$ cat config.mk
export PLATFORM = sky130hd
export DESIGN_NAME = rssi_average_tone_beeper
export DESIGN_NICKNAME = d
export VERILOG_FILES = /design/src/rtl/core/ratb_pkg.sv /design/src/rtl/core/ratb_ram.sv /design/src/rtl/core/ratb_window.sv /design/src/rtl/core/ratb_tone.sv /design/src/rtl/core/rssi_average_tone_beeper.sv
export VERILOG_INCLUDE_DIRS = /design/src /design/src/rtl/core
export SDC_FILE = /design/constraint.sdc
export NUM_CORES = 1
export LEC_CHECK = 0
export BUFFER_PORTS_ARGS = -buffer_cell sky130_fd_sc_hd__buf_4
export CAP_MARGIN = 20
export CORE_ASPECT_RATIO = 0.7
export CORE_MARGIN = 2
export CORE_UTILIZATION = 50
export DETAILED_ROUTE_END_ITERATION = 10
export HOLD_SLACK_MARGIN = 0.08
export PLACE_DENSITY_LB_ADDON = 0.15
export SYNTH_ARGS = -nofsm -noshare
export SYNTH_HDL_FRONTEND = slang
export SYNTH_HIERARCHICAL = 1
export SYNTH_SLANG_ARGS = --single-unit
$ cat constraint.sdc
create_clock -name clk -period 9.6 [get_ports clk]
set_clock_uncertainty 0.05 [all_clocks]
set_input_delay 2.88 -clock clk [delete_from_list [all_inputs] [get_ports clk]]
set_output_delay 2.88 -clock clk [all_outputs]
set_load 0.05 [all_outputs]
$ cat src/rtl/core/rssi_average_tone_beeper_macros.svh
// ---------------------------------------------------------------------------
// rssi average tone beeper assertion macros
// shared property wrappers, sampled on clk and held off while rst_n is low
// ---------------------------------------------------------------------------
`ifndef RSSI_AVERAGE_TONE_BEEPER_MACROS_SVH
`define RSSI_AVERAGE_TONE_BEEPER_MACROS_SVH

// condition implies consequence in the same cycle
`define RATB_ASSERT_SAME(label, ante, cons, msg) \
  label: assert property (@(posedge clk) disable iff (!rst_n) (ante) |-> (cons)) \
    else $error(msg);

// condition implies consequence in the next cycle
`define RATB_ASSERT_NEXT(label, ante, cons, msg) \
  label: assert property (@(posedge clk) disable iff (!rst_n) (ante) |=> (cons)) \
    else $error(msg);

`endif

$ cat src/rtl/core/ratb_pkg.sv
// ---------------------------------------------------------------------------
// ratb_pkg
// types and constants shared by the rssi average tone beeper modules
// ---------------------------------------------------------------------------
package ratb_pkg;

  // default sizes
  localparam int WINDOW_DEPTH_DFLT = 32;
  localparam int SAMPLE_BITS_DFLT  = 10;

  // word opcodes
  localparam logic OP_TICK  = 1'b0;
  localparam logic OP_FRAME = 1'b1;

  // configuration port
  localparam int CFG_ADDR_W = 3;
  localparam int CFG_DATA_W = 32;
  localparam logic REG_HOLD_TICKS = 1'b0;

  // hold timer
  localparam int HOLD_W = 8;
  localparam int TICK_W = 8;
  localparam logic [HOLD_W-1:0] HOLD_RESET = 8'd120;

  // linear map of the average onto the tone
  localparam int MAP_IN_LO  = 200;
  localparam int MAP_IN_HI  = 450;
  localparam int MAP_OUT_LO = 2000;
  localparam int MAP_OUT_HI = 4000;
  localparam int MAP_SHIFT  = $clog2((MAP_OUT_HI - MAP_OUT_LO) / (MAP_IN_HI - MAP_IN_LO));
  localparam int MAP_OFF_W  = $clog2(MAP_IN_HI - MAP_IN_LO + 1);
  localparam int MAP_IN_W   = $clog2(MAP_IN_HI + 1);
  localparam int FREQ_W     = 12;

  // one processing step, from the top level to the datapath
  typedef struct packed {
    logic go;
    logic frame;
  } ratb_step_t;

  // beeper result of one step
  typedef struct packed {
    logic              on;
    logic [FREQ_W-1:0] freq;
  } ratb_tone_t;

endpackage

$ cat src/rtl/core/ratb_ram.sv
// ---------------------------------------------------------------------------
// ratb_ram
// generic single write port, single read port ram with registered read data
// ---------------------------------------------------------------------------
module ratb_ram #(
  parameter int WIDTH = ratb_pkg::SAMPLE_BITS_DFLT,
  parameter int DEPTH = ratb_pkg::WINDOW_DEPTH_DFLT
) (
  input  logic                     clk,
  input  logic                     we,
  input  logic [$clog2(DEPTH)-1:0] waddr,
  input  logic [WIDTH-1:0]         wdata,
  input  logic [$clog2(DEPTH)-1:0] raddr,
  output logic [WIDTH-1:0]         rdata
);

  logic [WIDTH-1:0] mem_r [DEPTH];
  logic [WIDTH-1:0] rdata_r;

  // storage and registered read
  always_ff @(posedge clk) begin
    if (we) begin
      mem_r[waddr] <= wdata;
    end
    rdata_r <= mem_r[raddr];
  end

  assign rdata = rdata_r;

endmodule

$ cat src/rtl/core/ratb_window.sv
// ---------------------------------------------------------------------------
// ratb_window
// boxcar window of strength samples with running sum and average
// ---------------------------------------------------------------------------
module ratb_window #(
  parameter int WINDOW_DEPTH = ratb_pkg::WINDOW_DEPTH_DFLT,
  parameter int SAMPLE_BITS  = ratb_pkg::SAMPLE_BITS_DFLT
) (
  input  logic                   clk,
  input  logic                   rst_n,
  input  ratb_pkg::ratb_step_t   step,
  input  logic [SAMPLE_BITS-1:0] sample,
  output logic [SAMPLE_BITS-1:0] avg_nxt
);

  localparam int PTR_W  = $clog2(WINDOW_DEPTH);
  localparam int SUM_W  = SAMPLE_BITS + PTR_W;
  // exact floor division of the sum by the depth: multiply and shift
  localparam int DIV_SHIFT = SUM_W + PTR_W;
  localparam int RCP_W  = SUM_W + 1;
  localparam int PROD_W = SUM_W + RCP_W;
  localparam logic [63:0] RECIP =
    ((64'd1 << DIV_SHIFT) + 64'(WINDOW_DEPTH) - 64'd1) / 64'(WINDOW_DEPTH);
  localparam logic [PTR_W-1:0] PTR_LAST = PTR_W'(WINDOW_DEPTH - 1);

  logic [PTR_W-1:0]        ptr_r, ptr_nxt;
  logic [SUM_W-1:0]        sum_r, sum_nxt;
  logic [SAMPLE_BITS-1:0]  avg_r;
  logic [WINDOW_DEPTH-1:0] valid_r;
  logic                    rd_valid_r;
  logic [SAMPLE_BITS-1:0]  rd_data;
  logic [SAMPLE_BITS-1:0]  oldest;
  logic [PROD_W-1:0]       prod;
  logic                    wr_en;

  assign wr_en = step.go && step.frame;

  // oldest sample is prefetched at the pointer; unwritten entries read as zero
  ratb_ram #(
    .WIDTH (SAMPLE_BITS),
    .DEPTH (WINDOW_DEPTH)
  ) u_ram (
    .clk   (clk),
    .we    (wr_en),
    .waddr (ptr_r),
    .wdata (sample),
    .raddr (ptr_nxt),
    .rdata (rd_data)
  );

  assign oldest = rd_valid_r ? rd_data : '0;

  // pointer advance and running sum
  always_comb begin
    ptr_nxt = ptr_r;
    sum_nxt = sum_r;
    if (wr_en) begin
      ptr_nxt = (ptr_r == PTR_LAST) ? '0 : ptr_r + PTR_W'(1);
      sum_nxt = sum_r - SUM_W'(oldest) + SUM_W'(sample);
    end
  end

  // average by reciprocal multiply
  assign prod    = PROD_W'(sum_nxt) * PROD_W'(RCP_W'(RECIP));
  assign avg_nxt = wr_en ? prod[DIV_SHIFT +: SAMPLE_BITS] : avg_r;

  // state registers
  always_ff @(posedge clk) begin
    if (!rst_n) begin
      ptr_r      <= '0;
      sum_r      <= '0;
      avg_r      <= '0;
      valid_r    <= '0;
      rd_valid_r <= 1'b0;
    end else begin
      ptr_r      <= ptr_nxt;
      sum_r      <= sum_nxt;
      avg_r      <= avg_nxt;
      rd_valid_r <= valid_r[ptr_nxt];
      if (wr_en) begin
        valid_r[ptr_r] <= 1'b1;
      end
    end
  end

endmodule

$ cat src/rtl/core/ratb_tone.sv
// ---------------------------------------------------------------------------
// ratb_tone
// beeper state: start on a frame, held frequency, timeout on idle ticks
// ---------------------------------------------------------------------------
module ratb_tone #(
  parameter int SAMPLE_BITS = ratb_pkg::SAMPLE_BITS_DFLT
) (
  input  logic                           clk,
  input  logic                           rst_n,
  input  ratb_pkg::ratb_step_t           step,
  input  logic [SAMPLE_BITS-1:0]         avg,
  input  logic [ratb_pkg::HOLD_W-1:0]    hold_ticks,
  output ratb_pkg::ratb_tone_t           tone_nxt
);

  localparam int EXT_W = (SAMPLE_BITS > ratb_pkg::MAP_IN_W) ? SAMPLE_BITS
                                                           : ratb_pkg::MAP_IN_W;
  localparam logic [EXT_W-1:0] IN_LO = EXT_W'(ratb_pkg::MAP_IN_LO);
  localparam logic [EXT_W-1:0] IN_HI = EXT_W'(ratb_pkg::MAP_IN_HI);
  localparam logic [ratb_pkg::TICK_W-1:0] TICK_MAX = '1;

  logic                             active_r, active_nxt;
  logic [ratb_pkg::TICK_W-1:0]      ticks_r, ticks_nxt;
  logic [ratb_pkg::FREQ_W-1:0]      held_r, held_nxt;
  logic [EXT_W-1:0]                 avg_ext, avg_clamp, avg_off;
  logic [ratb_pkg::FREQ_W-1:0]      freq_map;

  // clamp the average and map it linearly onto the tone range
  always_comb begin
    avg_ext   = EXT_W'(avg);
    avg_clamp = avg_ext;
    if (avg_ext > IN_HI) begin
      avg_clamp = IN_HI;
    end
    if (avg_ext < IN_LO) begin
      avg_clamp = IN_LO;
    end
    avg_off  = avg_clamp - IN_LO;
    freq_map = ratb_pkg::FREQ_W'(ratb_pkg::MAP_OUT_LO)
             + (ratb_pkg::FREQ_W'(avg_off[ratb_pkg::MAP_OFF_W-1:0]) << ratb_pkg::MAP_SHIFT);
  end

  // next beeper state for this word
  always_comb begin
    active_nxt = active_r;
    ticks_nxt  = ticks_r;
    held_nxt   = held_r;
    if (step.go) begin
      if (step.frame) begin
        ticks_nxt  = '0;
        active_nxt = 1'b1;
        if (!active_r) begin
          held_nxt = freq_map;
        end
      end else if (ticks_r != TICK_MAX) begin
        ticks_nxt = ticks_r + ratb_pkg::TICK_W'(1);
      end
      // timeout once the idle count passes the hold time
      if (ticks_nxt > hold_ticks) begin
        active_nxt = 1'b0;
      end
    end
  end

  assign tone_nxt.on   = active_nxt;
  assign tone_nxt.freq = active_nxt ? held_nxt : '0;

  // state registers
  always_ff @(posedge clk) begin
    if (!rst_n) begin
      active_r <= 1'b0;
      ticks_r  <= '0;
      held_r   <= '0;
    end else begin
      active_r <= active_nxt;
      ticks_r  <= ticks_nxt;
      held_r   <= held_nxt;
    end
  end

endmodule

$ cat src/rtl/core/rssi_average_tone_beeper.sv
// ---------------------------------------------------------------------------
// rssi_average_tone_beeper
// an accepted input word is registered in the input stage, then in the result register
// throughput: one word per cycle unless out_ready stalls, set by the input stage and result register
// window storage is a ram with per-entry valid bits, so no clearing pass
// reset (rst_n low, synchronous) empties the pipeline, zeroes the window,
// sum, average and beeper state, and sets hold_ticks to 120
// ---------------------------------------------------------------------------
`include "rssi_average_tone_beeper_macros.svh"

module rssi_average_tone_beeper #(
  parameter int WINDOW_DEPTH = ratb_pkg::WINDOW_DEPTH_DFLT,
  parameter int SAMPLE_BITS  = ratb_pkg::SAMPLE_BITS_DFLT
) (
  input  logic                                clk,
  input  logic                                rst_n,
  // input words
  input  logic                                in_valid,
  output logic                                in_ready,
  input  logic                                in_op,
  input  logic [SAMPLE_BITS-1:0]              in_strength_sample,
  // result words
  output logic                                out_valid,
  input  logic                                out_ready,
  output logic                                out_tone_on,
  output logic [ratb_pkg::FREQ_W-1:0]         out_tone_freq_hz,
  output logic [SAMPLE_BITS-1:0]              out_average_strength,
  // configuration
  input  logic                                psel,
  input  logic                                penable,
  input  logic                                pwrite,
  input  logic [ratb_pkg::CFG_ADDR_W-1:0]     paddr,
  input  logic [ratb_pkg::CFG_DATA_W-1:0]     pwdata,
  output logic [ratb_pkg::CFG_DATA_W-1:0]     prdata,
  output logic                                pready
);

  logic                          s1_stall;
  logic [ratb_pkg::HOLD_W-1:0]   hold_ticks_r;
  logic                          cfg_wr;
  logic                          s1_valid_r;
  logic                          s1_op_r;
  logic [SAMPLE_BITS-1:0]        s1_sample_r;
  logic                          out_valid_r;
  logic                          out_tone_on_r;
  logic [ratb_pkg::FREQ_W-1:0]   out_freq_r;
  logic [SAMPLE_BITS-1:0]        out_avg_r;
  logic                          advance;
  ratb_pkg::ratb_step_t          step;
  ratb_pkg::ratb_tone_t          tone_nxt;
  logic [SAMPLE_BITS-1:0]        avg_nxt;

  // configuration register
  assign pready = 1'b1;
  assign cfg_wr = psel && penable && pwrite && (paddr[2] == ratb_pkg::REG_HOLD_TICKS);
  assign prdata = (paddr[2] == ratb_pkg::REG_HOLD_TICKS)
                ? ratb_pkg::CFG_DATA_W'(hold_ticks_r) : '0;

  always_ff @(posedge clk) begin
    if (!rst_n) begin
      hold_ticks_r <= ratb_pkg::HOLD_RESET;
    end else if (cfg_wr) begin
      hold_ticks_r <= pwdata[ratb_pkg::HOLD_W-1:0];
    end
  end

  // pipeline flow control
  assign advance  = !out_valid_r || out_ready;
  assign in_ready = !s1_valid_r || advance;
  assign s1_stall = s1_valid_r && !advance;

  assign step.go    = s1_valid_r && advance;
  assign step.frame = (s1_op_r == ratb_pkg::OP_FRAME);

  // input stage
  always_ff @(posedge clk) begin
    if (!rst_n) begin
      s1_valid_r <= 1'b0;
    end else if (in_ready) begin
      s1_valid_r <= in_valid;
    end
  end

  always_ff @(posedge clk) begin
    if (in_valid && in_ready) begin
      s1_op_r     <= in_op;
      s1_sample_r <= in_strength_sample;
    end
  end

  // window and average
  ratb_window #(
    .WINDOW_DEPTH (WINDOW_DEPTH),
    .SAMPLE_BITS  (SAMPLE_BITS)
  ) u_window (
    .clk     (clk),
    .rst_n   (rst_n),
    .step    (step),
    .sample  (s1_sample_r),
    .avg_nxt (avg_nxt)
  );

  // beeper state
  ratb_tone #(
    .SAMPLE_BITS (SAMPLE_BITS)
  ) u_tone (
    .clk        (clk),
    .rst_n      (rst_n),
    .step       (step),
    .avg        (avg_nxt),
    .hold_ticks (hold_ticks_r),
    .tone_nxt   (tone_nxt)
  );

  // result register
  always_ff @(posedge clk) begin
    if (!rst_n) begin
      out_valid_r <= 1'b0;
    end else if (step.go) begin
      out_valid_r <= 1'b1;
    end else if (out_ready) begin
      out_valid_r <= 1'b0;
    end
  end

  always_ff @(posedge clk) begin
    if (step.go) begin
      out_tone_on_r <= tone_nxt.on;
      out_freq_r    <= tone_nxt.freq;
      out_avg_r     <= avg_nxt;
    end
  end

  assign out_valid            = out_valid_r;
  assign out_tone_on          = out_tone_on_r;
  assign out_tone_freq_hz     = out_freq_r;
  assign out_average_strength = out_avg_r;

  // checks
  `RATB_ASSERT_SAME(a_silent_freq_zero, out_valid_r && !out_tone_on_r,
                    out_freq_r == '0, "silent word carries a frequency")
  `RATB_ASSERT_SAME(a_tone_in_range, out_valid_r && out_tone_on_r,
                    (out_freq_r >= ratb_pkg::FREQ_W'(ratb_pkg::MAP_OUT_LO)) &&
                    (out_freq_r <= ratb_pkg::FREQ_W'(ratb_pkg::MAP_OUT_HI)),
                    "tone frequency outside its range")
  `RATB_ASSERT_NEXT(a_frame_sounds, step.go && step.frame,
                    out_valid_r && out_tone_on_r, "frame word did not sound the beeper")
  `RATB_ASSERT_NEXT(a_stage_holds, s1_stall,
                    s1_valid_r && $stable(s1_op_r) && $stable(s1_sample_r),
                    "input stage lost its word while stalled")

endmodule
# Word level (Yosys, flattened, before mapping)
# Memories as Yosys holds them, arrays and structs flattened. A register that Yosys moved wholly into a read port is not among the register bits.
# Cells that the tools add are included.
# W data, S select, Z words.
# classes
add_sub_neg	6
n_lt_le_gt_ge	6
n_eq_ne	2
mux	25
bitwise	2
reduce_logical	12
# ops
cell	count
$mux W8	6
$mux W12	3
$or A32 B32 Y32	1
$mux W10	2
$add A15 B10 Y15	1
$mux W15	1
$sub A15 B10 Y15	1
$add A11 B11 Y12 const A	1
$lt A5 B6 Y1 const B	2
$gt A10 B9 Y1 const B	1
$lt A10 B8 Y1 const B	1
$mux W5	2
$mux W1	9
$add A8 B1 Y8 const B	1
$gt A8 B8 Y1	1
$ne A8 B8 Y1 const B	1
$sub A8 B8 Y8 const B	1
$logic_and A1 B1 Y1	7
$add A5 B1 Y5 const B	1
$bmux W1 S5	1
$demux W1 S5	1
$eq A5 B5 Y1 const B	1
$ge A5 B1 Y1 const B	1
$logic_not A1 Y1	2
other kinds (3)	4
# word_totals
reg_bits	128
mem_bits_rw	320
output_inout_bits	58
word_cells	71
n_memories	1
# mem_list
name	depth	word_bits	read_ports	rd_clocked_by_memory_dff	wr	line	source
u_window.u_ram.mem_r	32	10	1	1	1	ratb_ram.sv:17	logic [WIDTH-1:0] mem_r [DEPTH];

# Longest topological paths before layout
# Gate-level depths: netlist (run 1).
# depth
depth_word	14
mapped_depth	24
depth_no_buf	23

# Cells and area by module
# The synthesis (run 1) kept the hierarchy.
# modules_own_cells
module	n_inst	cells_per_inst	area_each_um2
ratb_ram	1	733	12993.7
ratb_window	1	481	3871.2
rssi_average_tone_beeper	1	113	1716.6
ratb_tone	1	220	1692.9

# Least setup slack after synthesis (run 1)
# Ideal clock, no wire load.
# synth_timing
kind	input port to flip-flop
start	input port out_ready
end	register out_freq_r (netlist bit out_tone_freq_hz[11]) (data pin)
arrival_time_ps	7405
setup_slack_ps	1867
cell_stages	15
n_path_buf	2
path_cell_list	nor2b_1 > nor2b_1 > nand2_1 > clkbuf_1 > buf_1 > o31ai_1 > a21oi_1 > o31ai_1 > ha_1 > xor2_1 > a2111oi_0 > o21ai_1 > a21o_1 > nor2_1 > nor3_1
# synth_lines
element	line	source
start: declaration	rssi_average_tone_beeper.sv:24	input logic out_ready,
end signal: assignment	rssi_average_tone_beeper.sv:129	out_freq_r <= tone_nxt.freq;
end: declaration	rssi_average_tone_beeper.sv:46	logic [ratb_pkg::FREQ_W-1:0] out_freq_r;

==> results of run 1 <==
-- stage by stage --
step | area (µm²) | power, mW
global placement | 21000 | 2.65
CTS | 22400 | 4.32
global route | 22400 | 4.45
detailed placement | 21000 | 2.66
finish | 22400 | 4.28
floorplan | 20400 | 2.57
-- critical path, cell delays in order --
cell and delay [ns]:
buf_4 0.08, nor2b_1 0.07, nor2b_4 0.11, buf_4 0.40, nand2_1 0.10, buf_4 0.28, inv_2 0.30, buf_4 0.40
nand3b_1 0.18, nand2_1 0.29, nor4_1 0.11, o31ai_1 0.51, ha_1 0.48, nand2b_1 0.10, a211o_1 0.30, a21oi_1 0.25
o21ai_0 0.17, mux2i_1 0.26, nor3_1 0.08
-- cells in the mapped netlist (10+ instances only) --
master / number / share of area [%]
edfxtp_1: 354 / 52
mux2i_1: 182 / 9.0
nor2_1: 144 / 2.7
dfxtp_1: 104 / 10
nand2_1: 86 / 1.6
inv_1: 68 / 1.3
a21oi_1: 60 / 1.5
nand3_1: 44 / 1.1
a22oi_1: 40 / 1.5
a31oi_1: 35 / 1.1
ha_1: 33 / 2.0
buf_4: 30 / 1.1
clkbuf_1: 29 / 0.54
o21ai_0: 24 / 0.59
a22o_1: 21 / 0.91
and2_1: 18 / 0.56
buf_2: 16 / 0.39
nor2b_1: 16 / 0.49
nand4_1: 15 / 0.46
nor3_1: 13 / 0.32
a21o_1: 12 / 0.44
nand3b_1: 12 / 0.44
nand2b_1: 11 / 0.34
fa_1: 10 / 0.99
-- per-layer routing --
metal / wire length [µm] / vias up
li1: - / 5817
met1: 23000 / 6266
met2: 19000 / 384
met3: 3170 / 54
met4: 692 / 0
met5: 0 / -
-- final timing paths --
kind | startpoint | end | slack (ns) | cells past startpoint
setup / recovery | out_ready | out_tone_freq_hz[10] | 2.43 | 19
hold / removal | u_window/sum_r[8] | u_window/sum_r[8] | 0.40 | 2
setup reg to reg | s1_sample_r[1] | out_tone_freq_hz[10] | 3.22 | 20
hold reg to reg | u_window/sum_r[8] | u_window/sum_r[8] | 0.40 | 2
-- cell families after synthesis --
| family | after synthesis | synth area share, % |
|---|---|---|
| other cells | 2 | 0.0370 |
| xor+xnor | 15 | 0.716 |
| buf+inv | 169 | 4.73 |
| flops | 458 | 62.7 |
| mux | 192 | 9.91 |
| fa+ha+maj | 43 | 3.02 |
| compound gates | 251 | 8.53 |
| simple gates | 417 | 10.3 |
-- registers in the layout, summed over array words and instances (netlist names), 5 cells and up --
register,cells
hold_ticks_r,8
out_average_strength,10
out_tone_freq_hz,12
s1_sample_r,10
u_tone/held_r,12
u_tone/ticks_r,8
u_window/avg_r,10
u_window/ptr_r,5
u_window/sum_r,15
u_window/u_ram/mem_r,320
u_window/u_ram/rdata,10
u_window/valid_r,32
-- power by group through the flow --
| stage | combinational, mW | clock, mW | sequential [mW] |
|---|---|---|---|
| global placement | 0.439 | 0 | 2.21 |
| floorplan | 0.331 | 0 | 2.24 |
| global route | 0.495 | 1.78 | 2.17 |
| CTS | 0.451 | 1.70 | 2.17 |
| finish | 0.454 | 1.66 | 2.17 |
| detailed placement | 0.449 | 0 | 2.21 |
-- final cells by class --
class                           count  area share, %
Sequential cell                   458           56.7
Tap cell                          535           2.98
Clock inverter                     19          0.669
Timing Repair Buffer               90           3.11
Clock buffer                       63           5.41
Multi-Input combinational cell    943           30.0
Inverter                           71           1.19
==> impl_metrics.json, run 1 <==
{
  "fmax_ghz": 0.139,
  "routed_wl_mm": 45.9,
  "cts_hold_buf": 0,
  "required_ns": 9.86,
  "clock-sinks": 458,
  "ys.flop_type": "edfxtp_1",
  "diodes": 0,
  "cts_tree": "built",
  "synth_area_um2": 20300,
  "min_path_type": "reg2reg",
  "final.setup.tns_ns": 0,
  "power_density_nw_per_um2": 191,
  "synth-seq-cells": 458,
  "nFillCells": 3236,
  "yosysWarnings": 6,
  "seq_area_frac_synth_pct": 62.7,
  "initialDrtViolationCount": 1105,
  "rows": 61,
  "layout_common_cells": "edfxtp_1 (354), mux2i_1 (182), nor2_1 (143)",
  "critPathArrivalTime_ns": 7.43,
  "clk_transition_reported_paths_ns": 0.06,
  "syn_inst": 1547,
  "grtUsageTotal_pct": 21.7,
  "clk_latency_ns": 0.57,
  "slew_violations": 0,
  "die_w_um": 245,
  "grt_pass1_wl_mm": 69.6,
  "start_util_pct": 50.9,
  "dp_slack_ns": 1.86,
  "drc_errors": 0,
  "synth-edff-count": 354,
  "sequentialPowerShare_pct": 50.7,
  "cts_root_buf": "clkbuf_16",
  "vdd_ir_drop_max_mv": 0.165,
  "grt_use_met1_pct": 34.9,
  "multi_input_area_um2": 6720,
  "setup_viol": 0,
  "area_delta_synth_final_pct": 10.6,
  "die_y_um": 172,
  "synth_cell_types": 82,
  "switching_share_pct": 24.3,
  "dp_hpwl_mm": 28.6,
  "hold_viol_final": 0,
  "status": "completed",
  "grt_pass1_vias": 11699,
  "netSwitchingPower_mw": 1.04,
  "p_clk_share_pct": 38.7,
  "firstDrtPassIters": 7,
  "postLayoutSetupSlackWorst_ns": 2.43,
  "wl_per_cell_um": 21.1,
  "gr-usage-met2_pct": 30.1,
  "seq_area_um2": 12700,
  "port_buffers": 59,
  "grt_util_met3_pct": 3.88,
  "vias": 12521,
  "grt_max_degree": 81,
  "layout_commonest_cell": "edfxtp_1",
  "design.die.area_um2": 42200,
  "max_cap_viol_count": 0,
  "tightest_slew_ns": 1.06,
  "cts_post_setup_buffers_inserted": 0,
  "num_io_pins": 111,
  "top_usage_layer": "met1",
  "fin_crit_ns": 7.17,
  "critPathMaxFanout": 38,
  "dpl.cell_count": 2092,
  "post_cts_resized": 0,
  "place_congestion": 0.816,
  "grt_setup_unrepaired": "no",
  "relSlewSlack_pct": 28.8,
  "synthArstFlopShare_pct": 0,
  "clk_path_buf_depth": 3,
  "p_int_mw": 3.24,
  "core_area_um2": 39800,
  "hold_slack_ns": 0.405,
  "h-tree-depth": 2,
  "ant_nets": 0,
  "final_util_pct": 56.3,
  "p_leak_nw": 7.85,
  "instances_no_fill": 2179,
  "avgSynthCellArea_um2": 13.1,
  "numCtsBuffers": 45,
  "critPathKind": "in2reg",
  "fin_nets": 1705,
  "p_comb_share_pct": 10.6,
  "post_route_cells_drive_above_1_share_pct": 12.1,
  "antenna_found_initial": 1,
  "start_kind": "input port",
  "worstSetupEndpointType": "flip-flop",
  "grt-ovfl-total": 0,
  "post-route-period-util_pct": 74.7,
  "via_per_inst": 5.75
}
Power figures use the tool's default switching activity.
==> run 2, diff against run 1 <==
==> constraint.sdc (replaced) <==
create_clock -name clk -period 6.7 [get_ports clk]
set_clock_uncertainty 0.05 [all_clocks]
set_input_delay 2.01 -clock clk [delete_from_list [all_inputs] [get_ports clk]]
set_output_delay 2.01 -clock clk [all_outputs]
set_load 0.05 [all_outputs]
==> impl_metrics.json, run 2 (same netlist as run 1, synthesis figures left out) <==
{
  "numCtsBuffers": 45,
  "crit_path_top_delay_cell": "o31ai_2",
  "slew_violations": 0,
  "post-route-period-util_pct": 91.7,
  "port_buffers": 59,
  "clk_latency_ns": 0.56,
  "die_w_um": 245,
  "fin_crit_ns": 6.14,
  "drc_errors": 0,
  "vias": 12455,
  "start_util_pct": 50.9,
  "antenna_found_initial": 1,
  "regMostFlops": "u_window/u_ram/mem_r",
  "p_clk_share_pct": 39.7,
  "stdcell_area_um2": 22600,
  "grt_setup_unrepaired": "no",
  "fmax_ghz": 0.163,
  "crit_top_cell": "a21oi_1",
  "firstDrtPassIters": 5,
  "clk_transition_reported_paths_ns": 0.06,
  "layout_common_cells": "edfxtp_1 (354), mux2i_1 (182), nor2_1 (143)",
  "cts_root_buf": "clkbuf_16",
  "critPathMaxFanout": 10,
  "initialDrtViolationCount": 1257,
  "max_cap_viol_count": 0,
  "start_kind": "flip-flop",
  "hold_viol_final": 0,
  "p_comb_share_pct": 10.6,
  "fin_nets": 1712,
  "p_leak_nw": 7.95,
  "hold_depth": 2,
  "hold_slack_ns": 0.405,
  "status": "completed",
  "power_density_nw_per_um2": 278,
  "routed_wl_mm": 46.7,
  "cts_hold_buf": 0,
  "grt_max_degree": 59,
  "grt_pass1_vias": 11632,
  "relSlewSlack_pct": 25.9,
  "design.die.area_um2": 42200,
  "area_delta_synth_final_pct": 11.3,
  "reg2reg_depth": 19,
  "path_cells": "and2_1, fa_1, inv_1, ha_1, a21o_1, a21o_1, a211o_1, a21oi_1, o21ai_0, o31ai_2, a21oi_1, o31ai_1, ha_1, nand2b_1, a211o_1, a21oi_1, o21ai_0, mux2i_1, nor3_1",
  "top_regs": "u_window/u_ram/mem_r x320, u_window/valid_r x32, u_window/sum_r x15",
  "grtUsageTotal_pct": 22.1,
  "wl_per_cell_um": 21.3,
  "h-tree-depth": 2,
  "p_int_mw": 4.75,
  "largest_reg_flops": 320,
  "post_cts_resized": 0,
  "die_y_um": 172,
  "final.setup.tns_ns": 0,
  "num_io_pins": 111,
  "required_ns": 6.92,
  "critPathKind": "reg2reg",
  "layout_commonest_cell": "edfxtp_1",
  "place_congestion": 0.853,
  "rows": 61,
  "setup_viol": 0,
  "power_mw": 6.26,
  "core_area_um2": 39800,
  "sequentialPowerShare_pct": 49.8,
  "ant_nets": 0,
  "vdd_ir_drop_max_mv": 0.211,
  "cts_post_setup_buffers_inserted": 0,
  "grt-ovfl-total": 0,
  "min_path_type": "reg2reg",
  "slowest_delay_ns": 0.58,
  "switching_share_pct": 24.1,
  "post_route_cells_drive_above_1_share_pct": 12.8,
  "netSwitchingPower_mw": 1.51,
  "dp_hpwl_mm": 29.4,
  "clk_path_buf_depth": 3,
  "cts_tree": "built",
  "placed_area_um2": 21100,
  "worstSetupEndpointType": "flip-flop",
  "critPathArrivalTime_ns": 6.36,
  "tightest_slew_ns": 1.11,
  "via_per_inst": 5.70,
  "grt_pass1_wl_mm": 70.4,
  "clock-sinks": 458
}
-- run 2: cell count changes in the layout (fill, tap and decap cells not counted), moves of 2 or more --
cell,before,now
buf_4,84,94
buf_6,3,1
bufinv_16,1,4
clkbuf_1,16,7
clkinv_1,5,9
clkinv_2,5,8
clkinv_8,0,2
clkinvlp_4,2,0
inv_6,3,1
-- run 2: area by class of cell --
type                            count  area (µm²)
Multi-Input combinational cell    943        6720
Antenna cell                        1        2.50
Fill cell                        3297       17300
Clock buffer                       56        1190
Inverter                           71         267
Tap cell                          535         669
Timing Repair Buffer               97         757
Clock inverter                     26         248
Sequential cell                   458       12700
-- run 2: critical path: cells and delay by family (launching register included) --
kind | cells | cell delay [ns]
AOI/OAI and AO/OA | 11 | 3.42
adders and majority gates | 3 | 1.12
buffers and inverters | 1 | 0.08
DFF | 1 | 0.51
muxes | 1 | 0.30
and+or+nand+nor | 3 | 0.38
-- run 2: path summary, 6_finish.rpt --
kind                                          start                   end  slack [ns]
worst max-delay path            u_window/rd_valid_r  out_tone_freq_hz[10]        0.56
worst min-delay path              u_window/sum_r[4]     u_window/sum_r[4]        0.40
worst max register to register  u_window/rd_valid_r  out_tone_freq_hz[10]        0.56
worst min register to register    u_window/sum_r[4]     u_window/sum_r[4]        0.40
-- run 2: metal layers --
metal / up-vias / track usage [%] / routed length (µm)
met5: - / 0 / 15
met4: 2 / 4.53 / 765
met3: 62 / 4.70 / 3310
met2: 342 / 30.9 / 19200
met1: 6221 / 35.0 / 23400
li1: 5828 / - / -
-- run 2: stage by stage --
step	std cells	setup WS (ns)	util [%]
2_1_floorplan	1570	0.397	-
3_3_place_gp	2098	0.584	52.9
3_5_place_dp	2098	0.410	52.9
4_1_cts	2180	0.362	56.5
5_1_grt	2186	0.132	56.6
6_report	2187	0.558	56.6
-- run 2: power by group through the flow --
stage               clock network (mW)  logic [mW]  registers (mW)
finish                            2.48       0.662            3.12
floorplan                            0       0.474            3.21
detailed placement                   0       0.649            3.18
CTS                               2.53       0.654            3.12
global placement                     0       0.638            3.17
global route                      2.65       0.718            3.12
==> run 3, diff against run 2 <==
--- a/config.mk
+++ b/config.mk
@@ -11,10 +11,10 @@
 export CORE_ASPECT_RATIO = 0.7
 export CORE_MARGIN = 2
 export CORE_UTILIZATION = 50
+export CTS_BUF_LIST = sky130_fd_sc_hd__clkbuf_4 sky130_fd_sc_hd__clkbuf_8
 export DETAILED_ROUTE_END_ITERATION = 10
-export HOLD_SLACK_MARGIN = 0.08
+export HOLD_SLACK_MARGIN = 0.1
 export PLACE_DENSITY_LB_ADDON = 0.15
 export SYNTH_ARGS = -nofsm -noshare
 export SYNTH_HDL_FRONTEND = slang
-export SYNTH_HIERARCHICAL = 1
 export SYNTH_SLANG_ARGS = --single-unit
==> impl_metrics.json, run 3 <==
{
  "tightest_slew_ns": 1.12,
  "start_util_pct": 50.6,
  "min_path_type": "reg2reg",
  "required_ns": 7.02,
  "grt_pass1_vias": 11402,
  "power_mw": 6.17,
  "max_cap_viol_count": 0,
  "synthArstFlopShare_pct": 0,
  "h-tree-depth": 3,
  "syn_inst": 1382,
  "synth_cell_types": 76,
  "regMostFlops": "u_window.u_ram.mem_r",
  "synth_most_common_cell": "edfxtp_1",
  "vdd_ir_drop_max_mv": 0.164,
  "seq_area_frac_synth_pct": 65.5,
  "routed_wl_mm": 44.7,
  "largest_reg_flops": 320,
  "via_per_inst": 5.55,
  "avgSynthCellArea_um2": 14.0,
  "die_y_um": 169,
  "fmax_ghz": 0.174,
  "clk_path_buf_depth": 3,
  "numCtsBuffers": 71,
  "die_w_um": 239,
  "setup_viol": 0,
  "hold_viol_final": 0,
  "critPathMaxFanout": 33,
  "cts_post_setup_buffers_inserted": 0,
  "p_leak_nw": 8.07,
  "rr_startpoint": "s1_sample_r[8]",
  "synth-edff-count": 354,
  "dp_hpwl_mm": 29.0,
  "status": "completed",
  "grt_max_degree": 45,
  "wl_per_cell_um": 21.3,
  "ys.flop_type": "edfxtp_1",
  "path_cells": "buf_4, inv_1, fa_1, inv_1, ha_1, a21oi_1, o221ai_1, a31oi_1, mux2i_1, and2_1, inv_2, or3_4, a21oi_1, nand2_1, ha_1, nor4_4, a22oi_2, and4_4, a311o_1",
  "drc_errors": 0,
  "ant_nets": 0,
  "area_delta_synth_final_pct": 14.3,
  "final_util_pct": 57.8,
  "hold_depth": 2,
  "fin_nets": 1607,
  "synth_common_cells": "edfxtp_1 (354), nand2_1 (173), nor2_1 (160), dfxtp_1 (104), mux4_2 (88)",
  "post_route_cells_drive_above_1_share_pct": 22.8,
  "synth_area_leaders": "edfxtp_1 (55%), dfxtp_1 (11%), mux4_2 (10%)",
  "critPathKind": "reg2reg",
  "design.die.area_um2": 40400,
  "r2r-end": "out_tone_freq_hz[9]",
  "holdPathEnd": "u_window.sum_r[0]",
  "cts_tree": "built",
  "worstSetupEndpointType": "flip-flop",
  "final.setup.tns_ns": 0,
  "clk_transition_reported_paths_ns": 0.06,
  "critPathArrivalTime_ns": 6.08,
  "relSlewSlack_pct": 25.2,
  "antenna_found_initial": 0,
  "core_area_um2": 38400,
  "num_io_pins": 111,
  "place_congestion": 0.811,
  "min_from": "u_window.sum_r[0]",
  "power_density_nw_per_um2": 278,
  "slew_violations": 0,
  "layout_commonest_cell": "edfxtp_1",
  "synth-seq-cells": 458,
  "initialDrtViolationCount": 1122,
  "cts_root_buf": "clkbuf_8",
  "grt-ovfl-total": 0,
  "layout_common_cells": "edfxtp_1 (354), nand2_1 (173), nor2_1 (159)",
  "top_regs": "u_window.u_ram.mem_r x320, u_window.valid_r x32, u_window.sum_r x15",
  "r2r_setup_slack_ns": 0.94,
  "hold_slack_ns": 0.409,
  "synth_top_cell_area_share_pct": 54.8,
  "synth_area_um2": 19400,
  "clock-sinks": 458,
  "cts_hold_buf": 0,
  "crit_path_top_delay_cell": "fa_1",
  "post-route-period-util_pct": 86.0,
  "slowest_delay_ns": 0.54,
  "post_cts_resized": 0,
  "clk_latency_ns": 0.63,
  "start_kind": "flip-flop",
  "firstDrtPassIters": 5,
  "port_buffers": 59,
  "grt_pass1_wl_mm": 67.2,
  "yosysWarnings": 0,
  "grt_setup_unrepaired": "no",
  "diodes": 0,
  "synth_top_area_cell": "edfxtp_1",
  "reg2reg_depth": 19,
  "grtUsageTotal_pct": 22.5,
  "fin_crit_ns": 5.76,
  "vias": 11634,
  "rows": 60
}
-- run 3: changes by cell type in the layout (fill, tap and decap cells not counted), moves of 21 or more --
| cell | before | now |
|---|---|---|
| mux2i_1 | 182 | 8 |
| nand2_1 | 86 | 173 |
| mux4_2 | 3 | 88 |
| clkbuf_8 | 2 | 82 |
| clkbuf_16 | 45 | 0 |
| a22oi_1 | 40 | 0 |
| clkbuf_4 | 0 | 30 |
| a31oi_1 | 35 | 7 |
| a22o_1 | 21 | 0 |
-- run 3: final cells by class --
| type | count | area (µm²) |
|---|---|---|
| Clock inverter | 18 | 115 |
| Multi-Input combinational cell | 798 | 6150 |
| Sequential cell | 458 | 12700 |
| Timing Repair Buffer | 116 | 937 |
| Tap cell | 527 | 659 |
| Clock buffer | 112 | 1350 |
| Fill cell | 3046 | 16200 |
| Inverter | 66 | 248 |
-- run 3: where the power goes --
group	internal, mW	switching (mW)	total, mW
Combinational	0.235	0.412	0.646
Clock	1.33	1.08	2.40
Sequential	3.10	0.0222	3.12
Total	4.66	1.51	6.17
-- run 3: cell families after synthesis --
kind of cell | after synthesis | synth area share, %
other | 2 | 0.0387
AND/OR/NAND/NOR | 452 | 10.4
XOR/XNOR | 17 | 0.838
flip-flops | 458 | 65.5
multiplexers | 97 | 10.7
AO/OA/AOI/OAI | 164 | 5.82
adder cells (fa/ha/maj) | 43 | 3.16
buffers and inverters | 149 | 3.49
-- run 3: metrics by stage --
stage	setup WS, ns	instances	instance area, µm²
2_1_floorplan	1.41	1405	19500
3_3_place_gp	0.871	1941	20500
3_5_place_dp	0.790	1948	20600
4_1_cts	0.979	2078	22000
5_1_grt	0.551	2095	22200
6_report	0.937	2095	22200
-- run 3: how the worst max path moves through the flow --
stage	startpoint	end	slack [ns]	depth (start not counted)
floorplan	out_ready	out_tone_freq_hz[9]	1.41	14
global placement	out_ready	out_tone_freq_hz[9]	0.87	15
detailed placement	out_ready	out_tone_freq_hz[9]	0.79	15
CTS	s1_sample_r[8]	out_tone_freq_hz[9]	0.98	19
global route	s1_sample_r[8]	out_tone_freq_hz[9]	0.55	19
finish	s1_sample_r[8]	out_tone_freq_hz[9]	0.94	19
-- run 3: layer usage --
metal	wire length, µm	GRT usage [%]	vias to the layer above
met5	0	0	-
met4	753	5.98	0
met3	3290	5.50	68
met2	18900	31.2	391
met1	21700	35.3	5862
li1	-	-	5313
-- run 3: worst max-delay path: cells and delay by family (launching register included) --
kind	cells	cell delay, ns
compound gates	6	1.37
fa+ha+maj	3	1.33
buf+inv	4	0.68
flops	1	0.32
mux	1	0.28
simple gates	5	1.47
